<file path="src/rtl/ormu_pkg.sv">
// ----------------------------------------------------------------------------
// ormu_pkg
// Shared constants and types for the outlier rejecting rate mean unit.
// ----------------------------------------------------------------------------
package ormu_pkg;

    localparam int DEPTH_DEF       = 10;
    localparam int SAMPLE_BITS_DEF = 16;

    // multiplier digit size and divide/root operand width
    localparam int MUL_DIGIT = 16;
    localparam int DS_WIDTH  = 64;

    localparam int CFG_IDX_BITS  = 2;
    localparam int CFG_DATA_BITS = 8;

    typedef enum logic [CFG_IDX_BITS-1:0] {
        REG_WARM_MULT     = 2'd0,
        REG_RUN_MULT      = 2'd1,
        REG_BAND_FRACTION = 2'd2,
        REG_EMA_WEIGHT    = 2'd3
    } cfg_reg_t;

    localparam logic [3:0] WARM_MULT_RST     = 4'd2;
    localparam logic [3:0] RUN_MULT_RST      = 4'd4;
    localparam logic [7:0] BAND_FRACTION_RST = 8'd102;
    localparam logic [7:0] EMA_WEIGHT_RST    = 8'd26;

    typedef enum logic {
        DS_DIV  = 1'b0,
        DS_SQRT = 1'b1
    } ds_mode_t;

    typedef struct packed {
        logic     start;
        ds_mode_t mode;
    } ds_ctl_t;

endpackage

</file>
<file path="src/rtl/outlier_rejecting_rate_mean_unit.sv">
// ----------------------------------------------------------------------------
// outlier_rejecting_rate_mean_unit
// Filtered rate mean with warm-up outlier rejection and tracking bounds.
//
//  port group   dir  fields (low bit up)
//  s_*          in   tdata: sample[15:0]
//  m_*          out  tdata: filtered_mean[15:0]; tuser: sample_taken[0]
//  cfg_*        in   write: warm_mult, run_mult, band_fraction, ema_weight
//
// One request at a time, sequenced over a shared multiplier and a shared
// divide/root unit. Warm-up requests take a multiply and one 64-step
// divide; the request that fills the buffer adds DEPTH squaring passes, a
// 64-step divide, a 32-step root and a scan of all DEPTH entries. Tracking
// requests in bounds run two EMA multiplies and the same deviation, root and
// limit passes; rejected ones go straight to the output. Reset is synchronous
// and needs no clearing pass; a held result stalls only the final write-back of the next request.
// ----------------------------------------------------------------------------
module outlier_rejecting_rate_mean_unit import ormu_pkg::*; #(
    parameter int DEPTH       = DEPTH_DEF,
    parameter int SAMPLE_BITS = SAMPLE_BITS_DEF
) (
    input  logic                     aclk,
    input  logic                     aresetn,
    input  logic                     s_tvalid,
    output logic                     s_tready,
    input  logic [15:0]              s_tdata,   // sample
    output logic                     m_tvalid,
    input  logic                     m_tready,
    output logic [15:0]              m_tdata,   // filtered_mean
    output logic [0:0]               m_tuser,   // sample_taken
    input  logic                     cfg_we,
    input  logic [CFG_IDX_BITS-1:0]  cfg_index,
    input  logic [CFG_DATA_BITS-1:0] cfg_wdata
);

    localparam int SB  = SAMPLE_BITS;
    localparam int MW  = SB + 8;
    localparam int PW  = 2 * MW;
    localparam int LW  = SB + 10;
    localparam int LXW = SB + 12;
    localparam int HB  = SB + 11;
    localparam int AC  = SB + 6;
    localparam int IW  = $clog2(DEPTH);
    localparam int CW  = $clog2(DEPTH + 1);

    localparam logic signed [LXW-1:0] LIM_HI = {3'b000, {(SB+9){1'b1}}};
    localparam logic signed [LXW-1:0] LIM_LO = {3'b111, {(SB+9){1'b0}}};
    localparam logic [HB-1:0]         HCAP   = {1'b1, {(SB+10){1'b0}}};
    localparam logic [CW-1:0]         DEPTH_C = CW'(DEPTH);
    localparam logic [IW-1:0]         LAST_IX = IW'(DEPTH - 1);

    typedef enum logic [14:0] {
        ST_IDLE     = 15'h0001,
        ST_WM_MUL   = 15'h0002,
        ST_WM_DIV   = 15'h0004,
        ST_DEV_MUL  = 15'h0008,
        ST_DEV_DIV  = 15'h0010,
        ST_DEV_SQRT = 15'h0020,
        ST_LIM_MUL  = 15'h0040,
        ST_BAND_MUL = 15'h0080,
        ST_LIM_SET  = 15'h0100,
        ST_SCAN     = 15'h0200,
        ST_SUM      = 15'h0400,
        ST_REDIV    = 15'h0800,
        ST_EMA1     = 15'h1000,
        ST_EMA2     = 15'h2000,
        ST_OUT      = 15'h4000
    } state_t;

    state_t state_reg, state_next;

    logic [SB-1:0]  store_reg [DEPTH];
    logic [SB-1:0]  store_next [DEPTH];
    logic [CW-1:0]  fill_reg, fill_next;
    logic           tracking_reg, tracking_next;
    logic [IW-1:0]  ptr_reg, ptr_next;
    logic [MW-1:0]  mean_reg, mean_next;
    logic signed [LW-1:0] lower_reg, lower_next;
    logic signed [LW-1:0] upper_reg, upper_next;
    logic [SB-1:0]  smp_reg, smp_next;
    logic           taken_reg, taken_next;
    logic [IW-1:0]  idx_reg, idx_next;
    logic [63:0]    sum_reg, sum_next;
    logic [AC-1:0]  acc_reg, acc_next;
    logic [63:0]    tmp_reg, tmp_next;
    logic [MW-1:0]  dev_reg, dev_next;
    logic [HB-1:0]  half_reg, half_next;
    logic           issued_reg, issued_next;
    logic           mvalid_reg, mvalid_next;
    logic [15:0]    mmean_reg, mmean_next;
    logic           mtaken_reg, mtaken_next;

    logic [3:0]     warm_mult_reg, run_mult_reg;
    logic [7:0]     band_reg, ema_reg;

    logic           mul_start, mul_done;
    logic [MW-1:0]  mul_a, mul_b;
    logic [PW-1:0]  mul_prod;
    ds_ctl_t        ds_ctl;
    logic [63:0]    ds_x, ds_res;
    logic [CW-1:0]  ds_d;
    logic           ds_done;

    logic [SB-1:0]  s_in;
    logic [SB-1:0]  rd;
    logic [MW-1:0]  rd_x, abs_dev;
    logic signed [LXW-1:0] v_in, v_rd, lo_ext, up_ext;
    logic signed [LXW-1:0] m_s, h_s, lo_raw, hi_raw;
    logic [64:0]    sum_add;
    logic           rd_out;
    logic [CW-1:0]  fill_sc;
    logic [HB-1:0]  bpart;

    function automatic logic [HB-1:0] sat_half(input logic [PW+7:0] x);
        if (x >= (PW+8)'(HCAP)) begin
            return HCAP;
        end
        return HB'(x);
    endfunction

    function automatic logic signed [LW-1:0] clamp_lim(input logic signed [LXW-1:0] x);
        if (x > LIM_HI) begin
            return LW'(LIM_HI);
        end
        if (x < LIM_LO) begin
            return LW'(LIM_LO);
        end
        return LW'(x);
    endfunction

    ormu_mul #(.AW(MW), .BW(MW)) u_mul (
        .aclk(aclk), .aresetn(aresetn), .start(mul_start),
        .a(mul_a), .b(mul_b), .done(mul_done), .prod(mul_prod)
    );

    ormu_divsqrt #(.DW(CW)) u_ds (
        .aclk(aclk), .aresetn(aresetn), .ctl(ds_ctl),
        .x(ds_x), .d(ds_d), .done(ds_done), .res(ds_res)
    );

    assign s_in   = SB'(s_tdata);
    assign rd     = store_reg[idx_reg];
    assign rd_x   = {rd, 8'b0};
    assign abs_dev = (rd_x >= mean_reg) ? (rd_x - mean_reg) : (mean_reg - rd_x);
    assign v_in   = $signed(LXW'({s_in, 8'b0}));
    assign v_rd   = $signed(LXW'(rd_x));
    assign lo_ext = LXW'(lower_reg);
    assign up_ext = LXW'(upper_reg);
    assign rd_out = (v_rd > up_ext) || (v_rd < lo_ext);
    assign m_s    = $signed(LXW'(mean_reg));
    assign h_s    = $signed(LXW'(half_reg));
    assign lo_raw = m_s - h_s;
    assign hi_raw = m_s + h_s;
    assign sum_add = 65'(sum_reg) + 65'(64'(mul_prod >> 16));
    assign fill_sc = fill_reg - CW'(rd_out);
    assign bpart  = sat_half((PW+8)'(mul_prod >> 8));

    // operand selection for the shared units
    always_comb begin
        mul_a       = '0;
        mul_b       = '0;
        mul_start   = 1'b0;
        ds_ctl      = '{start: 1'b0, mode: DS_DIV};
        ds_x        = '0;
        ds_d        = '0;
        unique case (state_reg)
            ST_WM_MUL: begin
                mul_a = mean_reg;
                mul_b = MW'(fill_reg - 1'b1);
                mul_start = !issued_reg;
            end
            ST_DEV_MUL: begin
                mul_a = abs_dev;
                mul_b = abs_dev;
                mul_start = !issued_reg;
            end
            ST_LIM_MUL: begin
                mul_a = dev_reg;
                mul_b = MW'(tracking_reg ? run_mult_reg : warm_mult_reg);
                mul_start = !issued_reg;
            end
            ST_BAND_MUL: begin
                mul_a = MW'(band_reg);
                mul_b = mean_reg;
                mul_start = !issued_reg;
            end
            ST_EMA1: begin
                mul_a = {smp_reg, 8'b0};
                mul_b = MW'(ema_reg);
                mul_start = !issued_reg;
            end
            ST_EMA2: begin
                mul_a = mean_reg;
                mul_b = MW'(9'd256 - 9'(ema_reg));
                mul_start = !issued_reg;
            end
            ST_WM_DIV: begin
                ds_x = tmp_reg;
                ds_d = fill_reg;
                ds_ctl.start = !issued_reg;
            end
            ST_DEV_DIV: begin
                ds_x = sum_reg;
                ds_d = DEPTH_C;
                ds_ctl.start = !issued_reg;
            end
            ST_DEV_SQRT: begin
                ds_x = tmp_reg;
                ds_ctl = '{start: !issued_reg, mode: DS_SQRT};
            end
            ST_REDIV: begin
                ds_x = 64'({acc_reg, 8'b0});
                ds_d = fill_reg;
                ds_ctl.start = !issued_reg;
            end
            ST_IDLE, ST_LIM_SET, ST_SCAN, ST_SUM, ST_OUT: begin
            end
            default: begin
            end
        endcase
    end

    always_comb begin
        state_next    = state_reg;
        store_next    = store_reg;
        fill_next     = fill_reg;
        tracking_next = tracking_reg;
        ptr_next      = ptr_reg;
        mean_next     = mean_reg;
        lower_next    = lower_reg;
        upper_next    = upper_reg;
        smp_next      = smp_reg;
        taken_next    = taken_reg;
        idx_next      = idx_reg;
        sum_next      = sum_reg;
        acc_next      = acc_reg;
        tmp_next      = tmp_reg;
        dev_next      = dev_reg;
        half_next     = half_reg;
        issued_next   = issued_reg;
        mvalid_next   = mvalid_reg && !m_tready;
        mmean_next    = mmean_reg;
        mtaken_next   = mtaken_reg;

        if (mul_start || ds_ctl.start) begin
            issued_next = 1'b1;
        end
        if (mul_done || ds_done) begin
            issued_next = 1'b0;
        end

        unique case (state_reg)
            ST_IDLE: begin
                if (s_tvalid) begin
                    smp_next = s_in;
                    if (tracking_reg) begin
                        ptr_next = (ptr_reg == LAST_IX) ? '0 : ptr_reg + 1'b1;
                        if (lo_ext < v_in && up_ext > v_in) begin
                            store_next[ptr_reg] = s_in;
                            taken_next = 1'b1;
                            state_next = ST_EMA1;
                        end else begin
                            taken_next = 1'b0;
                            state_next = ST_OUT;
                        end
                    end else begin
                        if (fill_reg >= DEPTH_C) begin
                            store_next[LAST_IX] = s_in;
                            fill_next = DEPTH_C;
                        end else begin
                            store_next[IW'(fill_reg)] = s_in;
                            fill_next = fill_reg + 1'b1;
                        end
                        taken_next = 1'b1;
                        state_next = ST_WM_MUL;
                    end
                end
            end
            ST_WM_MUL: begin
                if (mul_done) begin
                    tmp_next   = 64'({smp_reg, 8'b0}) + 64'(mul_prod);
                    state_next = ST_WM_DIV;
                end
            end
            ST_WM_DIV: begin
                if (ds_done) begin
                    mean_next = MW'(ds_res);
                    if (fill_reg == DEPTH_C) begin
                        sum_next   = '0;
                        idx_next   = '0;
                        state_next = ST_DEV_MUL;
                    end else begin
                        state_next = ST_OUT;
                    end
                end
            end
            ST_DEV_MUL: begin
                if (mul_done) begin
                    sum_next = sum_add[64] ? '1 : sum_add[63:0];
                    idx_next = idx_reg + 1'b1;
                    if (idx_reg == LAST_IX) begin
                        idx_next   = '0;
                        state_next = ST_DEV_DIV;
                    end
                end
            end
            ST_DEV_DIV: begin
                if (ds_done) begin
                    tmp_next   = ds_res;
                    state_next = ST_DEV_SQRT;
                end
            end
            ST_DEV_SQRT: begin
                if (ds_done) begin
                    dev_next   = MW'(ds_res);
                    state_next = ST_LIM_MUL;
                end
            end
            ST_LIM_MUL: begin
                if (mul_done) begin
                    half_next  = sat_half({mul_prod, 8'b0});
                    state_next = tracking_reg ? ST_BAND_MUL : ST_LIM_SET;
                end
            end
            ST_BAND_MUL: begin
                if (mul_done) begin
                    if (bpart >= half_reg) begin
                        half_next = bpart;
                    end
                    state_next = ST_LIM_SET;
                end
            end
            ST_LIM_SET: begin
                lower_next = clamp_lim(lo_raw);
                upper_next = clamp_lim(hi_raw);
                idx_next   = '0;
                state_next = tracking_reg ? ST_OUT : ST_SCAN;
            end
            ST_SCAN: begin
                if (rd_out) begin
                    store_next[idx_reg] = '0;
                end
                fill_next = fill_sc;
                idx_next  = idx_reg + 1'b1;
                if (idx_reg == LAST_IX) begin
                    idx_next = '0;
                    acc_next = '0;
                    if (fill_sc == DEPTH_C) begin
                        tracking_next = 1'b1;
                        ptr_next      = '0;
                        state_next    = ST_OUT;
                    end else begin
                        state_next = ST_SUM;
                    end
                end
            end
            ST_SUM: begin
                if (fill_reg == '0) begin
                    mean_next  = '0;
                    state_next = ST_OUT;
                end else begin
                    acc_next = acc_reg + AC'(rd);
                    idx_next = idx_reg + 1'b1;
                    if (CW'(idx_reg) == fill_reg - 1'b1) begin
                        state_next = ST_REDIV;
                    end
                end
            end
            ST_REDIV: begin
                if (ds_done) begin
                    mean_next  = MW'(ds_res);
                    state_next = ST_OUT;
                end
            end
            ST_EMA1: begin
                if (mul_done) begin
                    tmp_next   = 64'(mul_prod);
                    state_next = ST_EMA2;
                end
            end
            ST_EMA2: begin
                if (mul_done) begin
                    mean_next  = MW'((tmp_reg + 64'(mul_prod)) >> 8);
                    sum_next   = '0;
                    idx_next   = '0;
                    state_next = ST_DEV_MUL;
                end
            end
            ST_OUT: begin
                if (!mvalid_reg || m_tready) begin
                    mvalid_next = 1'b1;
                    mmean_next  = 16'(mean_reg >> 8);
                    mtaken_next = taken_reg;
                    state_next  = ST_IDLE;
                end
            end
            default: begin
                state_next = ST_IDLE;
            end
        endcase
    end

    always_ff @(posedge aclk) begin
        if (!aresetn) begin
            state_reg     <= ST_IDLE;
            for (int i = 0; i < DEPTH; i++) begin
                store_reg[i] <= '0;
            end
            fill_reg      <= '0;
            tracking_reg  <= 1'b0;
            ptr_reg       <= '0;
            mean_reg      <= '0;
            lower_reg     <= '0;
            upper_reg     <= '0;
            issued_reg    <= 1'b0;
            mvalid_reg    <= 1'b0;
            warm_mult_reg <= WARM_MULT_RST;
            run_mult_reg  <= RUN_MULT_RST;
            band_reg      <= BAND_FRACTION_RST;
            ema_reg       <= EMA_WEIGHT_RST;
        end else begin
            state_reg    <= state_next;
            store_reg    <= store_next;
            fill_reg     <= fill_next;
            tracking_reg <= tracking_next;
            ptr_reg      <= ptr_next;
            mean_reg     <= mean_next;
            lower_reg    <= lower_next;
            upper_reg    <= upper_next;
            issued_reg   <= issued_next;
            mvalid_reg   <= mvalid_next;
            if (cfg_we) begin
                unique case (cfg_reg_t'(cfg_index))
                    REG_WARM_MULT:     warm_mult_reg <= cfg_wdata[3:0];
                    REG_RUN_MULT:      run_mult_reg  <= cfg_wdata[3:0];
                    REG_BAND_FRACTION: band_reg      <= cfg_wdata;
                    REG_EMA_WEIGHT:    ema_reg       <= cfg_wdata;
                    default: begin
                    end
                endcase
            end
        end
    end

    always_ff @(posedge aclk) begin
        smp_reg    <= smp_next;
        taken_reg  <= taken_next;
        idx_reg    <= idx_next;
        sum_reg    <= sum_next;
        acc_reg    <= acc_next;
        tmp_reg    <= tmp_next;
        dev_reg    <= dev_next;
        half_reg   <= half_next;
        mmean_reg  <= mmean_next;
        mtaken_reg <= mtaken_next;
    end

    assign s_tready   = (state_reg == ST_IDLE);
    assign m_tvalid   = mvalid_reg;
    assign m_tdata    = mmean_reg;
    assign m_tuser[0] = mtaken_reg;

endmodule

</file>
<file path="src/rtl/ormu_mul.sv">
// ----------------------------------------------------------------------------
// ormu_mul
// Iterative multiplier: one MUL_DIGIT-bit digit of b per cycle, top digit first.
// ----------------------------------------------------------------------------
module ormu_mul import ormu_pkg::*; #(
    parameter int AW = 24,
    parameter int BW = 24
) (
    input  logic               aclk,
    input  logic               aresetn,
    input  logic               start,
    input  logic [AW-1:0]      a,
    input  logic [BW-1:0]      b,
    output logic               done,
    output logic [AW+BW-1:0]   prod
);

    localparam int ND  = (BW + MUL_DIGIT - 1) / MUL_DIGIT;
    localparam int BPW = ND * MUL_DIGIT;
    localparam int PW  = AW + BW;
    localparam int CNW = (ND > 1) ? $clog2(ND) : 1;

    logic [AW-1:0]  a_reg;
    logic [BPW-1:0] b_reg;
    logic [PW-1:0]  acc_reg;
    logic [CNW-1:0] cnt_reg;
    logic           busy_reg;
    logic           done_reg;
    logic [AW+MUL_DIGIT-1:0] part;

    assign part = (AW+MUL_DIGIT)'(a_reg) * (AW+MUL_DIGIT)'(b_reg[BPW-1 -: MUL_DIGIT]);

    always_ff @(posedge aclk) begin
        if (!aresetn) begin
            busy_reg <= 1'b0;
            done_reg <= 1'b0;
            cnt_reg  <= '0;
        end else begin
            done_reg <= 1'b0;
            if (start) begin
                a_reg    <= a;
                b_reg    <= BPW'(b);
                acc_reg  <= '0;
                cnt_reg  <= '0;
                busy_reg <= 1'b1;
            end else if (busy_reg) begin
                acc_reg <= PW'(acc_reg << MUL_DIGIT) + PW'(part);
                b_reg   <= b_reg << MUL_DIGIT;
                cnt_reg <= cnt_reg + 1'b1;
                if (cnt_reg == CNW'(ND - 1)) begin
                    busy_reg <= 1'b0;
                    done_reg <= 1'b1;
                end
            end
        end
    end

    assign done = done_reg;
    assign prod = acc_reg;

endmodule

</file>
<file path="src/rtl/ormu_divsqrt.sv">
// ----------------------------------------------------------------------------
// ormu_divsqrt
// Shared shift-subtract unit: restoring divide (one bit a cycle) or integer
// square root (two bits a cycle) of a DS_WIDTH-bit operand.
// ----------------------------------------------------------------------------
module ormu_divsqrt import ormu_pkg::*; #(
    parameter int DW = 4
) (
    input  logic                aclk,
    input  logic                aresetn,
    input  ds_ctl_t             ctl,
    input  logic [DS_WIDTH-1:0] x,
    input  logic [DW-1:0]       d,
    output logic                done,
    output logic [DS_WIDTH-1:0] res
);

    localparam int RW  = DS_WIDTH / 2 + 3;
    localparam int CNW = $clog2(DS_WIDTH);
    localparam logic [CNW-1:0] DIV_LAST  = CNW'(DS_WIDTH - 1);
    localparam logic [CNW-1:0] SQRT_LAST = CNW'(DS_WIDTH / 2 - 1);

    logic [DS_WIDTH-1:0] x_reg;
    logic [DS_WIDTH-1:0] res_reg;
    logic [DW-1:0]       d_reg;
    logic [RW-1:0]       rem_reg;
    logic [CNW-1:0]      cnt_reg;
    ds_mode_t            mode_reg;
    logic                busy_reg;
    logic                done_reg;

    logic [RW-1:0] rem_sh;
    logic [RW-1:0] trial;
    logic          ge;
    logic          last;

    always_comb begin
        if (mode_reg == DS_SQRT) begin
            rem_sh = {rem_reg[RW-3:0], x_reg[DS_WIDTH-1 -: 2]};
            trial  = {res_reg[RW-3:0], 2'b01};
            last   = (cnt_reg == SQRT_LAST);
        end else begin
            rem_sh = {rem_reg[RW-2:0], x_reg[DS_WIDTH-1]};
            trial  = RW'(d_reg);
            last   = (cnt_reg == DIV_LAST);
        end
        ge = (rem_sh >= trial);
    end

    always_ff @(posedge aclk) begin
        if (!aresetn) begin
            busy_reg <= 1'b0;
            done_reg <= 1'b0;
            cnt_reg  <= '0;
            mode_reg <= DS_DIV;
        end else begin
            done_reg <= 1'b0;
            if (ctl.start) begin
                x_reg    <= x;
                d_reg    <= d;
                rem_reg  <= '0;
                res_reg  <= '0;
                cnt_reg  <= '0;
                mode_reg <= ctl.mode;
                busy_reg <= 1'b1;
            end else if (busy_reg) begin
                x_reg   <= (mode_reg == DS_SQRT) ? (x_reg << 2) : (x_reg << 1);
                rem_reg <= ge ? (rem_sh - trial) : rem_sh;
                res_reg <= {res_reg[DS_WIDTH-2:0], ge};
                cnt_reg <= cnt_reg + 1'b1;
                if (last) begin
                    busy_reg <= 1'b0;
                    done_reg <= 1'b1;
                end
            end
        end
    end

    assign done = done_reg;
    assign res  = res_reg;

endmodule
</file>
<file path="config.mk">
export PLATFORM = sky130hd
export DESIGN_NAME = outlier_rejecting_rate_mean_unit
export DESIGN_NICKNAME = d
export VERILOG_FILES = /design/src/rtl/ormu_pkg.sv /design/src/rtl/outlier_rejecting_rate_mean_unit.sv /design/src/rtl/ormu_mul.sv /design/src/rtl/ormu_divsqrt.sv
export SDC_FILE = /design/constraint.sdc
export NUM_CORES = 2
export LEC_CHECK = 0
export BUFFER_PORTS_ARGS = -buffer_cell sky130_fd_sc_hd__clkbuf_2
export CORE_ASPECT_RATIO = 0.9
export CORE_UTILIZATION = 40
export DETAILED_ROUTE_END_ITERATION = 10
export HOLD_SLACK_MARGIN = 0.15
export PLACE_DENSITY = 0.58
export SLEW_MARGIN = 25
export SYNTH_ARGS = -nofsm -noshare
export SYNTH_HDL_FRONTEND = slang
export SYNTH_SLANG_ARGS = --single-unit
</file>
<file path="constraint.sdc">
create_clock -name aclk -period 13.3 [get_ports aclk]
set_input_delay 1.33 -clock aclk [delete_from_list [all_inputs] [get_ports aclk]]
set_output_delay 1.33 -clock aclk [all_outputs]
set_load 0.03 [all_outputs]
</file>
* Word-level counts from Yosys, hierarchy flattened
Index checks and enable logic that the tools add are counted.
** Word-level totals
- Register bits after elaboration :: 807
- Bits of input ports :: 31
- Output and inout port bits :: 19
- Logic and storage cells :: 340
** Operators by class
- Add/sub/neg operators :: 19
- $mul :: 1
- Magnitude comparators :: 20
- Equal/unequal tests :: 51
- Mux-type cells :: 137
- Bitwise logic cells :: 8
- Reduce and logical (&&, ||, !) cells :: 56
** Operators with widths (number)
- $mux W64 :: 12
- $mux W160 :: 4
- $pmux W64 S3 :: 3
- $bwmux W160 :: 2
- $pmux W160 S2 :: 1
- $mux W15 :: 21
- $pmux W15 S15 :: 1
- $mux W26 :: 8
- $demux W16 S4 :: 3
- $mux W27 :: 7
- $and A160 B160 Y160 :: 1
- $not A160 Y160 :: 1
- $mux W144 :: 1
- $pmux W24 S6 :: 1
- $mux W24 :: 5
- $pmux W24 S5 :: 1
- $mux W16 :: 6
- $pmux W24 S3 :: 1
- $mux W35 :: 2
- $mux W34 :: 2
- $add A64 B32 Y65 :: 1
- $bmux W16 S4 :: 1
- $mux W4 :: 15
- $ge A56 B27 Y1 const B :: 1
- other kinds (83) :: 191

* Longest topological paths before layout
- Word-level depth :: 11
- Depth in mapped cells :: 27
- Depth with buffers taken out :: 25

* Cells and area by module
A second synthesis with hierarchy kept.
** Second synthesis, totals
- Cell total of the unflattened synthesis :: 6564
- Area total of the unflattened synthesis :: 62403.6 sq um
** By module, submodules not included
- outlier_rejecting_rate_mean_unit :: instances 1, cells each 3823, area an instance 34840.9 sq um, seq. area each 12902.4 sq um
- ormu_mul :: instances 1, cells each 1826, area an instance 17501.8 sq um, seq. area each 3183.1 sq um
- ormu_divsqrt :: instances 1, cells each 915, area an instance 10060.9 sq um, seq. area each 5165.0 sq um

* Worst setup path before layout
Ideal clock, no wire load.
- Path type :: flip-flop to flip-flop
- Start :: register state_reg[12]
- End :: register u_ds.busy_reg
- Library setup time :: 0.087 ns
- Arrival time :: 9.965 ns
- Data required time :: 13.213 ns
- Slack :: 3.248 ns
- Stages on the path, launching flop included :: 12
- Buffers on the path :: 3
- Period minus slack after synthesis :: 10.052 ns
- Path through :: dfxtp_1 > buf_2 > or4_4 > or4_1 > or3b_1 > buf_2 > nand4_1 > nor2b_1 > buf_2 > nor2_1 > nor2_1 > o31a_1
** Between the ends
- Cells in the longest elaborated chain, start to end :: 4
- Elaborated cells between the ends (all ways) :: 7
- Those cells by class :: eq/ne: 4; mux: 2; reduce/logical: 1
** Ends and longest elaborated chain
- start: declaration :: RTL line outlier_rejecting_rate_mean_unit.sv:70 : state_t state_reg, state_next;
- start signal: assignment :: RTL line outlier_rejecting_rate_mean_unit.sv:422 : state_reg <= state_next;
- $eq A15 B12 Y1 (tied with other cells) :: RTL line outlier_rejecting_rate_mean_unit.sv:166 : unique case (state_reg)
- $reduce_or A4 Y1 (no line) *
- $mux W1 *
- $mux W1 * :: RTL line ormu_divsqrt.sv:58 : if (ctl.start) begin
- end signal: assignment :: RTL line ormu_divsqrt.sv:52 : busy_reg <= 1'b0;
- end signal: assignment :: RTL line ormu_divsqrt.sv:65 : busy_reg <= 1'b1;
- end signal: assignment :: RTL line ormu_divsqrt.sv:72 : busy_reg <= 1'b0;
- end: declaration :: RTL line ormu_divsqrt.sv:29 : logic busy_reg;
Every way passes the cells marked *; elsewhere a longest branch is shown, timed or not.
A chain may end at the register's enable or synchronous reset.

* Worst setup path in the final report
- Start :: register u_mul.b_reg[28]
- End :: register u_mul.acc_reg[44], in the netlist u_mul.prod[44] (data pin)
** Between the ends
- Cells in the longest elaborated chain, start to end :: 3
** Ends and longest elaborated chain
- start: declaration :: RTL line ormu_mul.sv:24 : logic [BPW-1:0] b_reg;
- start signal: assignment :: RTL line ormu_mul.sv:42 : b_reg <= BPW'(b);
- start signal: assignment :: RTL line ormu_mul.sv:48 : b_reg <= b_reg << MUL_DIGIT;
- $mul A24 B16 Y40 :: RTL line ormu_mul.sv:31 : assign part = (AW+MUL_DIGIT)'(a_reg) * (AW+MUL_DIGIT)'(b_reg[BPW-1 -: MUL_DIGIT]);
- $add A48 B40 Y48 :: RTL line ormu_mul.sv:47 : acc_reg <= PW'(acc_reg << MUL_DIGIT) + PW'(part);
- $mux W48 :: RTL line ormu_mul.sv:46 : end else if (busy_reg) begin
- end signal: assignment :: RTL line ormu_mul.sv:47
- end: declaration :: RTL line ormu_mul.sv:25 : logic [PW-1:0] acc_reg;
Every way passes these cells. The select of a mux whose other input is x is not followed.

==> impl_metrics.csv <==
group,metric,value,unit
logic_synthesis,yosysSeqAreaShare,34.54,%
timing,worstMarginPinSlew,1.145,ns
clock_tree,cts.clk_slew.worst_paths,0.06,ns
clock_tree,cts_post_setup_buffers_inserted,0,
layout,instances_no_fill,8298,
timing,timing.final.crit_period,8.013,ns
setup_path,r2r_cells,21,
detailed_routing,drt-pass1-iter-count,11,
grt,grt_pass1_vias,48050,
timing,timing.final.max_slew_violations,0,
setup_path,crit_slowest_cell,"edfxtp_1",
clock_tree,root_buffer,"clkbuf_16",
logic_synthesis,ys_async_sr_fraction,0,%
layout,final_area,67170,µm²
layout,n_fill_cell,14590,
layout,syn_to_final_growth,9.182,%
timing,setup_viol,0,
clock_tree,ctsResizeCount,0,
floorplanning,io_pins,50,
setup_path,critPathTopFamily,"adder cells",
clock_tree,holdBufCountCts,0,
logic_synthesis,synth_edf_count,509,
setup_path,cpPeakStageDelay,1.11,ns
grt,grt_max_degree,164,
timing,fin_ws,5.287,ns
logic_synthesis,synth_top_area_cell,"edfxtp_1",
logic_synthesis,synth.ff_latch_count,807,
timing,setup-tns-final,0,ns
power,p_leak,27.46,nW
layout,final_nets,7026,
logic_synthesis,synth_cell_types,108,
timing,slew_headroom,23.65,%
layout,utilization,44.01,%
flow_run,drv_cap,0,
grt,grt_usage,26.71,%
grt,antenna_found_initial,13,
detailed_routing,route.vias.total,49850,
clock_tree,htree_levels,3,
setup_path,rr_startpoint,"u_mul.b_reg[28]",
floorplanning,die_y,374.1,µm
setup_path,crit_chain,"nand2_1 > fa_1 > inv_1 > fa_1 > fa_1 > fa_1 > fa_1 > inv_1 > fa_1 > inv_1 > ha_1 > a2111oi_0 > o21ai_0 > o21ai_0 > o21ai_0 > o21ai_0 > o21ai_0 > a221oi_1 > o32ai_1 > xnor2_1 > nor2_1",
placed_design,gp_congestion,0.9679,
setup_path,crit_path_frequent_cell,"fa_1",
clock_tree,cts.sinks,807,
run_status,status,"finished, violations left",
placed_design,dp_hpwl,153400,µm
layout,largest_reg_flops,160,
logic_synthesis,yosys_warnings,0,
logic_synthesis,synth_ff_type,"edfxtp_1",
setup_path,startpoint_type,"flip-flop",
detailed_routing,routed_wire_length_per_instance,25.40,µm
setup_path,cp_max_fo,24,
logic_synthesis,syn-cell-area,61520,µm²
detailed_routing,post-route-drc-count,5,
min_path,min_path_cells,0,
logic_synthesis,yosysTopAreaCellShare,24.84,%
min_path,min_from,"taken_reg",
placed_design,numPlacedInstances,8123,
floorplanning,start_util,40.31,%
setup_path,worst-path-buf-inv,3,
clock_tree,cts_buffer_depth,3,
clock_tree,cts_made_buffers,90,
timing,hold_viol,0,
layout,drive_gt1_share,7.464,%
power,ir_worst_vdd,0.0005228,V
setup_path,critPathCaptureType,"flip-flop",
detailed_routing,wl,210800,µm
setup_path,ff2ff_setup_slack,5.29,ns
placed_design,dpl_cell_area,63820,µm²
setup_path,criticalPathCategory,"reg -> reg",
power,cellPowerDensity,275.6,nW/µm²
detailed_routing,first_iter_violations,5862,
logic_synthesis,synth_cells,6308,
run_status,violations,"design-rule violations",
placed_design,place_worst_setup_slack,5.367,ns
clock_tree,cts_tree,"yes",
setup_path,cp_data_required_time,13.73,ns
timing,fmax,0.1248,GHz
grt,grt_first_pass_wirelength,315500,µm
detailed_routing,via_per_inst,6.007,
grt,grt_overflow,0,
setup_path,arrival,8.44,ns
timing,timing.final.crit_share,60.25,%
min_path,hold_path_class,"reg -> reg",
logic_synthesis,syn_nets,7115,
min_path,whs_endpoint,"m_tuser",
timing,finalClockSkew,0.06443,ns
logic_synthesis,synthTopCellsByArea,"edfxtp_1 25%, fa_1 11%, dfxtp_1 9.7%",
layout,diodes,0,
clock_tree,clock_latency,0.76,ns
logic_synthesis,syn_avg_cell_area,9.753,µm²
placed_design,portBuffers,49,
floorplanning,num_rows,136,
detailed_routing,ant_nets,0,
floorplanning,die_area,155400,µm²
setup_path,r2r_end,"u_mul.prod[44]",
timing,rsz0062_at_grt,"false",
floorplanning,die_w,415.4,µm
floorplanning,fp.coreArea,152600,µm²
[synth_stat cells, types with 68 or more instances]
master / instances
o21ai_0: 200
a221oi_1: 69
inv_1: 625
a211oi_1: 72
a21oi_1: 403
edfxtp_1: 509
mux2i_1: 121
fa_1: 337
and2_1: 309
a21o_1: 146
nor2_1: 329
xnor2_1: 128
xor2_1: 88
nor3_1: 104
ha_1: 439
nand2_1: 562
nor2b_1: 68
nand3_1: 89
dfxtp_1: 298
clkbuf_1: 264
o2bb2ai_1: 161
[metal layers]
| layer | GRT usage, % | routed length, µm |
|---|---|---|
| met5 | 0 | 116 |
| met2 | 39.56 | 89720 |
| met4 | 8.498 | 7289 |
| met1 | 38.69 | 93250 |
| met3 | 5.493 | 20430 |
[cells in the final DEF (no fill, tap or decap), types with 38 or more instances in the layout]
master and count:
inv_1 625, nand2_1 561, edfxtp_1 509, ha_1 439, a21oi_1 401, fa_1 337, nor2_1 322, and2_1 309
dfxtp_1 297, o21ai_0 199, o2bb2ai_1 161, a21o_1 146, xnor2_1 128, mux2i_1 121, nor3_1 103, clkbuf_16 96
buf_4 95, nand3_1 89, xor2_1 88, a211oi_1 71, a221oi_1 69, nor2b_1 67, nand4_1 64, a22o_1 57
and3_1 54, a31oi_1 53, a222oi_1 50, clkbuf_2 49, nor4_1 42, mux2_2 39, o21a_1 38
[worst max path at each step]
stage	from	endpoint	slack [ns]	depth (start not counted)
final	u_mul.b_reg[28]	u_mul.prod[44]	5.29	21
after global routing	u_mul.b_reg[28]	u_mul.prod[44]	4.92	21
after floorplan	state_reg[12]	u_ds.busy_reg	3.25	11
after CTS	u_mul.b_reg[28]	u_mul.prod[46]	5.33	21
after global placement	u_mul.b_reg[25]	u_mul.prod[46]	5.53	21
after detailed placement	u_mul.b_reg[28]	u_mul.prod[46]	5.37	21
[layout make-up]
type	count	area (µm²)	area share, %
clock buffers	120	2613	3.889
clock inverters	50	669.4	0.9965
inverters	626	2350	3.498
multi-input cells	4540	36690	54.62
flip-flops and latches	807	21250	31.64
well taps	2001	2504	3.727
repair buffers	154	1096	1.632
[kinds of logic after synthesis]
kind of cell    synth area share [%]
xor+xnor                       3.075
mux                            3.854
flops                          34.54
fa+ha+maj                      19.89
simple gates                   14.65
compound gates                 17.83
buf+inv                        6.158
[power by group]
group	internal (mW)	switching, mW	total [mW]
clock	1.58	1.19	2.77
sequential	3.33	0.272	3.60
combinational	4.59	7.55	12.1
total	9.50	9.01	18.5
[metrics by stage]
stage	power, mW	hold slack (ns)
floorplan	11.88	0.4003
global placement	15.46	0.4069
detailed placement	15.60	0.4177
CTS	18.44	0.4313
global route	20.00	0.4359
finish	18.51	0.4268
Power figures use the tool's default switching activity.
